[config.mk]
export PLATFORM = sky130hd
export DESIGN_NAME = ema_zscore_anomaly_detector_top
export DESIGN_NICKNAME = d
export VERILOG_FILES = /design/src/design/ezd_pkg.sv /design/src/design/ezd_engine.sv /design/src/design/ema_zscore_anomaly_detector_top.sv
export SDC_FILE = /design/constraint.sdc
export NUM_CORES = 2
export LEC_CHECK = 0
export ABC_AREA = 1
export BUFFER_PORTS_ARGS = -buffer_cell sky130_fd_sc_hd__buf_4
export CAP_MARGIN = 20
export CORE_MARGIN = 2
export CORE_UTILIZATION = 58
export DETAILED_ROUTE_END_ITERATION = 16
export HOLD_SLACK_MARGIN = 0.08
export PLACE_DENSITY = 0.79
export SETUP_SLACK_MARGIN = 0.02
export SLEW_MARGIN = 10
export SYNTH_ARGS = -nofsm -noshare
export SYNTH_HDL_FRONTEND = slang
export SYNTH_SLANG_ARGS = --single-unit
[constraint.sdc]
create_clock -name clk -period 9.67 [get_ports clk]
set_input_delay 2.4175 -clock clk [delete_from_list [all_inputs] [get_ports clk]]
set_output_delay 2.4175 -clock clk [all_outputs]
set_load 0.005 [all_outputs]
[src/design/ezd_pkg.sv]
// Shared types and constants for the EMA z-score anomaly detector.
package ezd_pkg;

	// configuration port
	localparam int CFG_IDX_W  = 3;
	localparam int CFG_DATA_W = 16;

	localparam logic [CFG_IDX_W-1:0] REG_ALPHA       = 3'd0;
	localparam logic [CFG_IDX_W-1:0] REG_ALERT_THR   = 3'd1;
	localparam logic [CFG_IDX_W-1:0] REG_WARNING_THR = 3'd2;
	localparam logic [CFG_IDX_W-1:0] REG_CRITICAL_THR = 3'd3;
	localparam logic [CFG_IDX_W-1:0] REG_MIN_SAMPLES = 3'd4;

	localparam logic [15:0] ALPHA_RST        = 16'd5243;
	localparam logic [15:0] ALERT_THR_RST    = 16'd640;
	localparam logic [15:0] WARNING_THR_RST  = 16'd768;
	localparam logic [15:0] CRITICAL_THR_RST = 16'd1024;
	localparam logic [7:0]  MIN_SAMPLES_RST  = 8'd5;

	// field widths
	localparam int CH_W   = 3;
	localparam int VAR_W  = 48;
	localparam int Z_W    = 16;
	localparam int SEV_W  = 2;
	localparam int CONF_W = 10;
	localparam int CNT_W  = 8;
	// result fields below the baseline: zscore, alert, severity, confidence
	localparam int RES_FIXED_W = Z_W + 1 + SEV_W + CONF_W;

	localparam logic [SEV_W-1:0] SEV_INFO     = 2'd0;
	localparam logic [SEV_W-1:0] SEV_WARNING  = 2'd1;
	localparam logic [SEV_W-1:0] SEV_CRITICAL = 2'd2;

	localparam logic [CONF_W-1:0] CONF_BASE = 10'd700;
	localparam logic [CONF_W-1:0] CONF_MAX  = 10'd999;

	// engine control from the top level
	typedef struct packed {
		logic start;
		logic seen;
	} eng_ctl_t;

	// engine results besides the mean
	typedef struct packed {
		logic [Z_W-1:0]   zscore;
		logic [VAR_W-1:0] variance;
	} eng_res_t;

endpackage

[src/design/ezd_engine.sv]
// Sequenced arithmetic engine: mean/variance update, divide and square root for z.
module ezd_engine #(
	parameter int SAMPLE_WIDTH = 24
) (
	input  logic                           clk,
	input  logic                           arst_n,
	input  ezd_pkg::eng_ctl_t              ctl,
	input  logic signed [SAMPLE_WIDTH-1:0] sample,
	input  logic signed [SAMPLE_WIDTH-1:0] old_mean,
	input  logic [ezd_pkg::VAR_W-1:0]      old_var,
	input  logic [15:0]                    alpha,
	output logic                           done,
	output logic signed [SAMPLE_WIDTH-1:0] new_mean,
	output ezd_pkg::eng_res_t              res
);

	localparam int SW     = SAMPLE_WIDTH;
	localparam int D2_W   = 2 * SW;
	localparam int UW     = 65;
	localparam int ACC_W  = 64;
	localparam int MA_W   = 17;
	localparam int MB_W   = 32;
	localparam int PROD_W = MA_W + MB_W;
	localparam int T_W    = 50;
	localparam int STEP_W = 5;
	localparam int VW     = ezd_pkg::VAR_W;

	localparam logic [STEP_W-1:0] DIV_LAST  = 5'd31;
	localparam logic [STEP_W-1:0] SQRT_LAST = 5'd15;
	localparam logic [UW-1:0]     ROUND_HALF = 65'd32768;
	localparam logic [MA_W-1:0]   ONE_Q16    = 17'h10000;

	// sequencer states
	localparam logic [3:0] E_IDLE = 4'd0;
	localparam logic [3:0] E_DIFF = 4'd1;
	localparam logic [3:0] E_ABS  = 4'd2;
	localparam logic [3:0] E_SQ0  = 4'd3;
	localparam logic [3:0] E_SQ1  = 4'd4;
	localparam logic [3:0] E_SQ2  = 4'd5;
	localparam logic [3:0] E_M0   = 4'd6;
	localparam logic [3:0] E_M1   = 4'd7;
	localparam logic [3:0] E_M2   = 4'd8;
	localparam logic [3:0] E_M3   = 4'd9;
	localparam logic [3:0] E_M4   = 4'd10;
	localparam logic [3:0] E_M5   = 4'd11;
	localparam logic [3:0] E_ZCHK = 4'd12;
	localparam logic [3:0] E_DIV  = 4'd13;
	localparam logic [3:0] E_SQRT = 4'd14;

	logic [3:0]               state_q;
	logic [STEP_W-1:0]        step_q;
	logic                     done_q;

	logic signed [SW:0]       diff_q;
	logic                     neg_q;
	logic [SW-1:0]            ad_q;
	logic [MA_W-1:0]          beta_q;
	logic [PROD_W-1:0]        prod_q;
	logic [ACC_W-1:0]         acc_q;
	logic [D2_W-1:0]          d2full_q;
	logic signed [T_W-1:0]    t_q;
	logic [VW-1:0]            nv_q;
	logic [VW-1:0]            rem_q;
	logic [31:0]              fb_q;
	logic [31:0]              quo_q;
	logic [15:0]              root_q;
	logic [15:0]              z_q;
	logic signed [SW-1:0]     mean_q;

	logic [31:0]              ad32;
	logic [63:0]              d2_ext;
	logic [VW-1:0]            d2sat;
	logic [MA_W-1:0]          mul_a;
	logic [MB_W-1:0]          mul_b;
	logic [UW-1:0]            ua;
	logic [UW-1:0]            ub;
	logic                     usub;
	logic [UW-1:0]            ur;
	logic                     borrow;
	logic [15:0]              root_nx;

	assign ad32   = 32'(ad_q);
	assign d2_ext = 64'(d2full_q);
	// squared deviation clipped to the variance width
	assign d2sat  = (d2_ext[63:VW] != '0) ? '1 : d2_ext[VW-1:0];

	// shared adder/subtractor; top bit is the borrow for unsigned subtracts
	assign ur      = ua + (usub ? ~ub : ub) + UW'(usub);
	assign borrow  = ur[UW-1];
	assign root_nx = {root_q[14:0], ~borrow};

	// operand selection for the shared multiplier and adder
	always_comb begin
		ua    = '0;
		ub    = '0;
		usub  = 1'b0;
		mul_a = '0;
		mul_b = '0;
		unique case (state_q)
			E_DIFF: begin
				ua   = UW'(sample);
				ub   = UW'(old_mean);
				usub = 1'b1;
			end
			E_ABS: begin
				ub   = UW'(diff_q);
				usub = diff_q[SW];
			end
			E_SQ0: begin
				mul_a = MA_W'(ad32[15:0]);
				mul_b = ad32;
			end
			E_SQ1: begin
				mul_a = MA_W'(ad32[31:16]);
				mul_b = ad32;
			end
			E_SQ2: begin
				mul_a = {1'b0, alpha};
				mul_b = ad32;
				ua    = UW'(acc_q);
				ub    = UW'(prod_q) << 16;
			end
			E_M0: begin
				// rounded mean step: 32768 +/- alpha*|diff|
				mul_a = {1'b0, alpha};
				mul_b = MB_W'(d2sat[15:0]);
				ua    = ROUND_HALF;
				ub    = UW'(prod_q);
				usub  = neg_q;
			end
			E_M1: begin
				mul_a = beta_q;
				mul_b = MB_W'(old_var[15:0]);
				ua    = UW'(prod_q);
				ub    = ROUND_HALF;
			end
			E_M2: begin
				mul_a = {1'b0, alpha};
				mul_b = d2sat[VW-1:16];
				ua    = UW'(acc_q);
				ub    = UW'(prod_q);
			end
			E_M3: begin
				mul_a = beta_q;
				mul_b = old_var[VW-1:16];
				ua    = UW'(acc_q >> 16);
				ub    = UW'(prod_q);
			end
			E_M4: begin
				ua = UW'(acc_q);
				ub = UW'(prod_q);
			end
			E_M5: begin
				ua = UW'(old_mean);
				ub = UW'(t_q >>> 16);
			end
			E_ZCHK: begin
				// quotient overflow check: d2 / 2^16 >= variance
				ua   = UW'(d2_ext >> 16);
				ub   = UW'(nv_q);
				usub = 1'b1;
			end
			E_DIV: begin
				ua   = UW'({rem_q, fb_q[31]});
				ub   = UW'(nv_q);
				usub = 1'b1;
			end
			E_SQRT: begin
				ua   = UW'({rem_q[16:0], quo_q[31:30]});
				ub   = UW'({root_q, 2'b01});
				usub = 1'b1;
			end
			default: ;
		endcase
	end

	// sequencer
	always_ff @(posedge clk or negedge arst_n) begin
		if (!arst_n) begin
			state_q <= E_IDLE;
			step_q  <= '0;
			done_q  <= 1'b0;
		end else begin
			done_q <= 1'b0;
			unique case (state_q)
				E_IDLE: begin
					if (ctl.start) begin
						if (ctl.seen) begin
							state_q <= E_DIFF;
						end else begin
							done_q <= 1'b1;
						end
					end
				end
				E_DIFF: state_q <= E_ABS;
				E_ABS:  state_q <= E_SQ0;
				E_SQ0:  state_q <= E_SQ1;
				E_SQ1:  state_q <= E_SQ2;
				E_SQ2:  state_q <= E_M0;
				E_M0:   state_q <= E_M1;
				E_M1:   state_q <= E_M2;
				E_M2:   state_q <= E_M3;
				E_M3:   state_q <= E_M4;
				E_M4:   state_q <= E_M5;
				E_M5:   state_q <= E_ZCHK;
				E_ZCHK: begin
					if (nv_q == '0 || !borrow) begin
						state_q <= E_IDLE;
						done_q  <= 1'b1;
					end else begin
						state_q <= E_DIV;
						step_q  <= DIV_LAST;
					end
				end
				E_DIV: begin
					if (step_q == '0) begin
						state_q <= E_SQRT;
						step_q  <= SQRT_LAST;
					end else begin
						step_q <= step_q - 1'b1;
					end
				end
				E_SQRT: begin
					if (step_q == '0) begin
						state_q <= E_IDLE;
						done_q  <= 1'b1;
					end else begin
						step_q <= step_q - 1'b1;
					end
				end
				default: state_q <= E_IDLE;
			endcase
		end
	end

	// datapath registers
	always_ff @(posedge clk) begin
		prod_q <= PROD_W'(mul_a) * PROD_W'(mul_b);
		unique case (state_q)
			E_IDLE: begin
				if (ctl.start) begin
					beta_q <= ONE_Q16 - {1'b0, alpha};
					if (!ctl.seen) begin
						// first sample of the channel loads the mean
						mean_q <= sample;
						nv_q   <= '0;
						z_q    <= '0;
					end
				end
			end
			E_DIFF: diff_q <= ur[SW:0];
			E_ABS: begin
				neg_q <= diff_q[SW];
				ad_q  <= ur[SW-1:0];
			end
			E_SQ1:  acc_q    <= ACC_W'(prod_q);
			E_SQ2:  d2full_q <= ur[D2_W-1:0];
			E_M0:   t_q      <= ur[T_W-1:0];
			E_M1:   acc_q    <= ur[ACC_W-1:0];
			E_M2:   acc_q    <= ur[ACC_W-1:0];
			E_M3:   acc_q    <= ur[ACC_W-1:0];
			E_M4:   nv_q     <= ur[VW-1:0];
			E_M5:   mean_q   <= ur[SW-1:0];
			E_ZCHK: begin
				if (nv_q == '0) begin
					z_q <= '0;
				end else if (!borrow) begin
					z_q <= '1;
				end else begin
					rem_q <= d2_ext[63:16];
					fb_q  <= {d2_ext[15:0], 16'h0000};
				end
			end
			E_DIV: begin
				// restoring divide, one quotient bit per cycle
				if (!borrow) begin
					rem_q <= ur[VW-1:0];
					quo_q <= {quo_q[30:0], 1'b1};
				end else begin
					rem_q <= {rem_q[VW-2:0], fb_q[31]};
					quo_q <= {quo_q[30:0], 1'b0};
				end
				fb_q <= {fb_q[30:0], 1'b0};
				if (step_q == '0) begin
					rem_q  <= '0;
					root_q <= '0;
				end
			end
			E_SQRT: begin
				// digit-by-digit square root, two radicand bits per cycle
				if (!borrow) begin
					rem_q <= VW'(ur[16:0]);
				end else begin
					rem_q <= VW'({rem_q[14:0], quo_q[31:30]});
				end
				root_q <= root_nx;
				quo_q  <= {quo_q[29:0], 2'b00};
				if (step_q == '0) begin
					z_q <= root_nx;
				end
			end
			default: ;
		endcase
	end

	assign done         = done_q;
	assign new_mean     = mean_q;
	assign res.zscore   = z_q;
	assign res.variance = nv_q;

endmodule

[src/design/ema_zscore_anomaly_detector_top.sv]
// Top level of the EMA z-score anomaly detector: handshakes, config, channel store, results.
//
// Samples arrive on the s_ stream: s_tdata carries the signed Q16.8 sample and
// s_tuser the channel number. Each transfer to a channel below CHANNELS updates
// that channel's moving mean and variance; every transfer yields one result on
// the m_ stream: z-score (Q8.8), alert, severity, confidence and the updated mean.
// One sample is in work at a time; s_tready is low from acceptance until the
// result is loaded into the output register. A channel's first sample only
// loads its mean, a sample with zero variance or saturated z skips the divide,
// and any other runs through the 32-step restoring divider and the 16-step
// square root that share one adder in the engine.
// The output register holds a result until m_tready takes it; a new sample may
// be accepted meanwhile, and the engine then waits to load its result.
// Reset clears the per-channel seen flags (so every channel starts empty),
// drops any pending result and restores the register defaults. Config writes
// belong to idle periods.
module ema_zscore_anomaly_detector_top #(
	parameter int CHANNELS     = 8,
	parameter int SAMPLE_WIDTH = 24
) (
	input  logic                                 clk,
	input  logic                                 arst_n,
	input  logic                                 s_tvalid,
	output logic                                 s_tready,
	// sample
	input  logic [((SAMPLE_WIDTH+7)/8)*8-1:0]    s_tdata,
	// channel
	input  logic [ezd_pkg::CH_W-1:0]             s_tuser,
	output logic                                 m_tvalid,
	input  logic                                 m_tready,
	// zscore, alert, severity, confidence, baseline
	output logic [((ezd_pkg::RES_FIXED_W+SAMPLE_WIDTH+7)/8)*8-1:0] m_tdata,
	input  logic                                 cfg_we,
	input  logic [ezd_pkg::CFG_IDX_W-1:0]        cfg_index,
	input  logic [ezd_pkg::CFG_DATA_W-1:0]       cfg_data
);

	localparam int SW     = SAMPLE_WIDTH;
	localparam int IDX_W  = (CHANNELS > 1) ? $clog2(CHANNELS) : 1;
	localparam int OUT_TW = ((ezd_pkg::RES_FIXED_W + SW + 7) / 8) * 8;
	localparam int Z_W    = ezd_pkg::Z_W;
	localparam int CNT_W  = ezd_pkg::CNT_W;
	localparam int Z50_W  = Z_W + 6;
	localparam int CR_W   = 15;

	// sequencer states
	localparam logic [1:0] T_IDLE  = 2'd0;
	localparam logic [1:0] T_START = 2'd1;
	localparam logic [1:0] T_WAIT  = 2'd2;
	localparam logic [1:0] T_FIN   = 2'd3;

	logic [1:0]                  tstate_q;
	logic [15:0]                 alpha_q;
	logic [15:0]                 alert_thr_q;
	logic [15:0]                 warn_thr_q;
	logic [15:0]                 crit_thr_q;
	logic [7:0]                  min_q;
	logic [CHANNELS-1:0]         seen_q;
	logic                        m_tvalid_q;
	logic [OUT_TW-1:0]           out_data_q;

	logic [IDX_W-1:0]            idx_q;
	logic                        in_range_q;
	logic signed [SW-1:0]        sample_q;
	logic signed [SW-1:0]        rd_mean_q;
	logic [ezd_pkg::VAR_W-1:0]   rd_var_q;
	logic [CNT_W-1:0]            rd_cnt_q;
	logic [CNT_W-1:0]            cnt_q;

	// per-channel store
	logic signed [SW-1:0]        mean_mem [CHANNELS];
	logic [ezd_pkg::VAR_W-1:0]   var_mem  [CHANNELS];
	logic [CNT_W-1:0]            cnt_mem  [CHANNELS];

	logic                        in_xfer;
	logic [IDX_W-1:0]            idx_in;
	logic                        in_range_in;
	logic                        mem_we;
	logic                        out_load;
	logic [CNT_W-1:0]            cnt_old;
	logic [CNT_W-1:0]            cnt_new;

	ezd_pkg::eng_ctl_t           eng_ctl;
	ezd_pkg::eng_res_t           eng_res;
	logic                        eng_done;
	logic signed [SW-1:0]        eng_mean;

	logic [Z_W-1:0]              z_o;
	logic                        alert_o;
	logic [ezd_pkg::SEV_W-1:0]   sev_o;
	logic [ezd_pkg::CONF_W-1:0]  conf_o;
	logic signed [SW-1:0]        base_o;
	logic [Z50_W-1:0]            z50;
	logic [CR_W-1:0]             conf_raw;

	assign in_xfer     = s_tvalid && s_tready;
	assign s_tready    = (tstate_q == T_IDLE);
	assign idx_in      = IDX_W'(s_tuser);
	assign in_range_in = 32'(s_tuser) < 32'(CHANNELS);
	assign mem_we      = (tstate_q == T_WAIT) && eng_done;
	assign out_load    = (tstate_q == T_FIN) && (!m_tvalid_q || m_tready);

	// saturating sample count; an unseen channel counts from zero
	assign cnt_old = seen_q[idx_q] ? rd_cnt_q : '0;
	assign cnt_new = (cnt_old == '1) ? cnt_old : cnt_old + 1'b1;

	assign eng_ctl.start = (tstate_q == T_START) && in_range_q;
	assign eng_ctl.seen  = seen_q[idx_q];

	ezd_engine #(
		.SAMPLE_WIDTH (SAMPLE_WIDTH)
	) u_engine (
		.clk      (clk),
		.arst_n   (arst_n),
		.ctl      (eng_ctl),
		.sample   (sample_q),
		.old_mean (rd_mean_q),
		.old_var  (rd_var_q),
		.alpha    (alpha_q),
		.done     (eng_done),
		.new_mean (eng_mean),
		.res      (eng_res)
	);

	// configuration registers
	always_ff @(posedge clk or negedge arst_n) begin
		if (!arst_n) begin
			alpha_q     <= ezd_pkg::ALPHA_RST;
			alert_thr_q <= ezd_pkg::ALERT_THR_RST;
			warn_thr_q  <= ezd_pkg::WARNING_THR_RST;
			crit_thr_q  <= ezd_pkg::CRITICAL_THR_RST;
			min_q       <= ezd_pkg::MIN_SAMPLES_RST;
		end else if (cfg_we) begin
			unique case (cfg_index)
				ezd_pkg::REG_ALPHA:        alpha_q     <= cfg_data;
				ezd_pkg::REG_ALERT_THR:    alert_thr_q <= cfg_data;
				ezd_pkg::REG_WARNING_THR:  warn_thr_q  <= cfg_data;
				ezd_pkg::REG_CRITICAL_THR: crit_thr_q  <= cfg_data;
				ezd_pkg::REG_MIN_SAMPLES:  min_q       <= cfg_data[7:0];
				default: ;
			endcase
		end
	end

	// control: sequencer, seen flags, output valid
	always_ff @(posedge clk or negedge arst_n) begin
		if (!arst_n) begin
			tstate_q   <= T_IDLE;
			seen_q     <= '0;
			m_tvalid_q <= 1'b0;
		end else begin
			unique case (tstate_q)
				T_IDLE:  if (s_tvalid) tstate_q <= T_START;
				T_START: tstate_q <= in_range_q ? T_WAIT : T_FIN;
				T_WAIT:  if (eng_done) tstate_q <= T_FIN;
				T_FIN:   if (out_load) tstate_q <= T_IDLE;
				default: tstate_q <= T_IDLE;
			endcase
			if (mem_we) begin
				seen_q[idx_q] <= 1'b1;
			end
			if (out_load) begin
				m_tvalid_q <= 1'b1;
			end else if (m_tready) begin
				m_tvalid_q <= 1'b0;
			end
		end
	end

	// input capture and channel store access
	always_ff @(posedge clk) begin
		if (in_xfer) begin
			idx_q      <= idx_in;
			in_range_q <= in_range_in;
			sample_q   <= s_tdata[SW-1:0];
			rd_mean_q  <= mean_mem[idx_in];
			rd_var_q   <= var_mem[idx_in];
			rd_cnt_q   <= cnt_mem[idx_in];
		end
		if (mem_we) begin
			mean_mem[idx_q] <= eng_mean;
			var_mem[idx_q]  <= eng_res.variance;
			cnt_mem[idx_q]  <= cnt_new;
			cnt_q           <= cnt_new;
		end
		if (out_load) begin
			out_data_q <= OUT_TW'({base_o, conf_o, sev_o, alert_o, z_o});
		end
	end

	// alert, severity and confidence from z
	always_comb begin
		z_o      = in_range_q ? eng_res.zscore : '0;
		base_o   = in_range_q ? eng_mean : '0;
		alert_o  = in_range_q && (z_o > alert_thr_q) && (cnt_q > min_q);
		// 50*z as shifts and adds, then /256
		z50      = Z50_W'({z_o, 5'b0}) + Z50_W'({z_o, 4'b0}) + Z50_W'({z_o, 1'b0});
		conf_raw = CR_W'(ezd_pkg::CONF_BASE) + CR_W'(z50[Z50_W-1:8]);
		sev_o    = ezd_pkg::SEV_INFO;
		conf_o   = '0;
		if (alert_o) begin
			if (z_o > crit_thr_q) begin
				sev_o = ezd_pkg::SEV_CRITICAL;
			end else if (z_o > warn_thr_q) begin
				sev_o = ezd_pkg::SEV_WARNING;
			end
			conf_o = (conf_raw > CR_W'(ezd_pkg::CONF_MAX)) ? ezd_pkg::CONF_MAX
				: conf_raw[ezd_pkg::CONF_W-1:0];
		end
	end

	assign m_tvalid = m_tvalid_q;
	assign m_tdata  = out_data_q;

endmodule
==> metrics.txt <==
Rows=136; fin nets=approximately 9000; final WL=258 mm; H-tree depth=4; pre-CTS WS=1.33 ns; Cell Pwr Density=between 100 and 150 nW/um2; crit path DAT=9.52 ns; status=finished, final reports clean; FF/Latch Area=roughly 40000 um2; Routed WL per cell=around 26 um; vias in the first global route=about 60000; Setup crit end kind=register; final worst-path cycle share=about nine tenths; Via density=~6.2; final max-slew violation count=0; gr ovfl total=0; TritonRoute pass-1 iters=10; Worst path slowest cell=a221oi_1; CTS Buf Count=about 140; peak supply drop=approximately 0.14 mV; antenna-violating nets left=0; min Tclk post-route=between 8 and 9 ns; area of the multi-input gates=about 34000 um2; CTS tree=built; Slew headroom=between 20% and 30%; clk_lat worst skew=0.79 ns; core area=137000 um2; initial antenna violation count=2; Netlist Area Pre-Place=79700 um2; Max stage delay on crit path=just over 0.9 ns; GP Congestion=~1.1; RSZ-0062 raised after global routing=no; setup ws final=roughly 0.82 ns; Initial Util=between 50% and 60%; largest net degree at the start of global routing=between 100 and 150; Hold Vio Cnt, Final=0; Top-Level Pins=109; clock sinks=between 1000 and 1500; worst min path class=reg2reg; syn avg cell area=between 9 and 10 um2; post-cts hold buffer count=0; clk buf depth=3; leakage=34.7 nW; filler cell count=10600; total track usage=36.7%; required time of the worst setup path=slightly above 10 ns; DR vias=around 62000; crit-path max FO=19; first-pass GRT wire length=roughly 380 mm; Setup Buffers After CTS=0; clock-pin slew on the worst setup and hold paths=~0.06 ns; Cells after Synth=8109; post-synthesis sequential area ratio=approximately 50%; Die ar.=140000 um2; Setup TNS=0 ns; WS Path Type=reg2reg; DRT iter0 DRCs=8472; Post-synth EDFFs=1221; Tightest Pin Transition=approximately 1.2 ns; DP HPWL=around 180 mm; number of max-cap violations=0; area grow syn2layout=9.12%; post-cts resize count=0; drt drc=0; Seq cells post-synth=about 1400; Max Clock Freq=0.113 GHz; share of layout cells above drive strength 1=between 6 and 7%; Distinct cells, synth=61; area leader, netlist=edfxtp_1; Fin Clk Skew=roughly 0.054 ns; YS warnings=0; post-synth top area share=a little under half; ys flop type=edfxtp_1; Worst Setup Start Kind=register; Clock Tree Root=clkbuf_16; Synth area leaders=edfxtp_1 46%, fa_1 12%, nand2_1 7.2%, inv_1 5.6%, nor2_1 4.4%; die width=375 um; Die Height=375 um; PortBufs=between 100 and 150; FFs w/ async S/R, synth=6.82%; setup violators final=0
[report_power, final]
group | internal [mW] | leakage (nW) | total (mW) | switching [mW]
Sequential | 6.41 | 10.3 | 6.45 | 0.0460
Combinational | 0.153 | 22.2 | 0.432 | 0.279
Clock | 3.06 | 2.21 | 5.42 | 2.36
Total | 9.63 | 34.7 | 12.3 | 2.68
[worst paths after layout]
kind | start | endpoint | slack, ns | depth (start not counted)
max | u_engine.state_q[1]$_DFFE_PN0P_ | u_engine.prod_q[44]$_DFF_P_ | 0.82 | 28
min | seen_q[0]$_DFFE_PN0P_ | seen_q[0]$_DFFE_PN0P_ | 0.45 | 2
max reg2reg | u_engine.state_q[1]$_DFFE_PN0P_ | u_engine.prod_q[44]$_DFF_P_ | 0.82 | 28
min reg2reg | seen_q[0]$_DFFE_PN0P_ | seen_q[0]$_DFFE_PN0P_ | 0.45 | 2
max in group asynchronous | arst_n | warn_thr_q[12]$_DFFE_PN0P_ | 6.81 | 2
min in group asynchronous | arst_n | seen_q[0]$_DFFE_PN0P_ | 1.53 | 1
[area by class of cell]
type / count / share of cell area, %
Antenna cell: 2 / 0.00575
Clock buffer: 171 / 4.28
Clock inverter: 80 / 0.946
Inverter: 1223 / 5.30
Multi-Input combinational cell: 5171 / 39.0
Sequential cell: 1363 / 46.0
Tap cell: 1794 / 2.58
Timing Repair Buffer: 220 / 1.92
[registers in the layout (all words and copies together) (netlist names), 24 cells and up]
signal             cells
var_mem              384
mean_mem             192
cnt_mem               64
u_engine.acc_q        64
m_tdata               53
u_engine.prod_q       49
rd_var_q              48
u_engine.d2full_q     48
u_engine.nv_q         48
u_engine.rem_q        48
u_engine.t_q          34
u_engine.quo_q        32
u_engine.diff_q       25
rd_mean_q             24
sample_q              24
u_engine.ad_q         24
u_engine.new_mean     24
[critical path: cells and delay by family, from the launching register on]
family,cells,cell delay (ns)
AO/OA/AOI/OAI,6,2.53
XOR/XNOR,1,0.16
adder cells (fa/ha/maj),7,3.41
buffers and inverters,8,1.16
flip-flops,1,0.60
AND/OR/NAND/NOR,6,0.84
[cells in the mapped netlist (9+ instances only)]
cell	count
clkbuf_1	284
inv_2	25
o21ai_0	647
a31oi_1	109
o211ai_1	27
a22o_1	18
dfstp_2	15
o21ai_1	59
xnor2_1	47
xor2_1	109
nor2_1	945
o22ai_1	115
a21o_1	21
a22oi_1	9
dfrtp_1	78
buf_1	29
inv_1	1193
nand3_1	162
o2111ai_1	50
buf_2	34
ha_1	269
nand2_2	10
nand4_1	36
nor4_1	25
o21bai_1	10
a21oi_1	280
a221oi_1	82
dfxtp_1	49
edfxtp_1	1221
fa_1	462
nor3_1	28
nand2_1	1538
o21a_1	30
a32o_1	9
[kinds of logic (layout without fill, tap and decap cells)]
kind of cell | after synthesis | count (layout) | synth area share (%)
compound gates | 1495 | 1495 | 10.9
xor+xnor | 158 | 158 | 1.75
fa+ha+maj | 731 | 731 | 15.8
buf+inv | 1577 | 1694 | 7.51
flops | 1363 | 1363 | 50.1
other cells | 1 | 5 | 0.00470
simple gates | 2784 | 2784 | 13.8
[layout by cell type, fill, tap and decap left out, types with 25 or more instances in the layout]
cell type	netlist	routed
dfrtp_1	78	78
o21ai_1	59	59
nand4_1	36	36
o21a_1	30	30
buf_4	6	216
edfxtp_1	1221	1221
o21ai_0	647	645
nand2_1	1538	1537
o211ai_1	27	27
a221oi_1	82	82
nor3_1	28	28
inv_1	1193	1188
fa_1	462	462
nor2_1	945	937
clkinv_1	5	27
o22ai_1	115	115
ha_1	269	269
inv_2	25	27
a21oi_1	280	277
xnor2_1	47	47
clkbuf_16	0	144
nand3_1	162	161
dfxtp_1	49	49
a31oi_1	109	109
clkbuf_1	284	25
xor2_1	109	109
o2111ai_1	50	48
[metal layers]
| layer | routed length [um] | global-route usage (%) | part of all wire [%] |
|---|---|---|---|
| met1 | 95300 | 49.0 | 37 |
| met5 | 96 | 0.172 | 0.037 |
| met3 | 33700 | 10.7 | 13 |
| met2 | 111000 | 53.8 | 43 |
| met4 | 17800 | 20.8 | 6.9 |
[through the flow]
stage               instances  area [um2]  power, mW  hold slack, ns  utilization, %
floorplan                8111       79800       6.86           0.424               -
global placement         9768       82400       6.97           0.429            60.2
detailed placement       9768       82400       7.00           0.438            60.2
CTS                     10000       87000       12.3           0.451            63.5
global route            10000       87000       12.6           0.461            63.5
finish                  10000       87000       12.3           0.454            63.5
No activity file was read; power rests on OpenSTA's default activity.
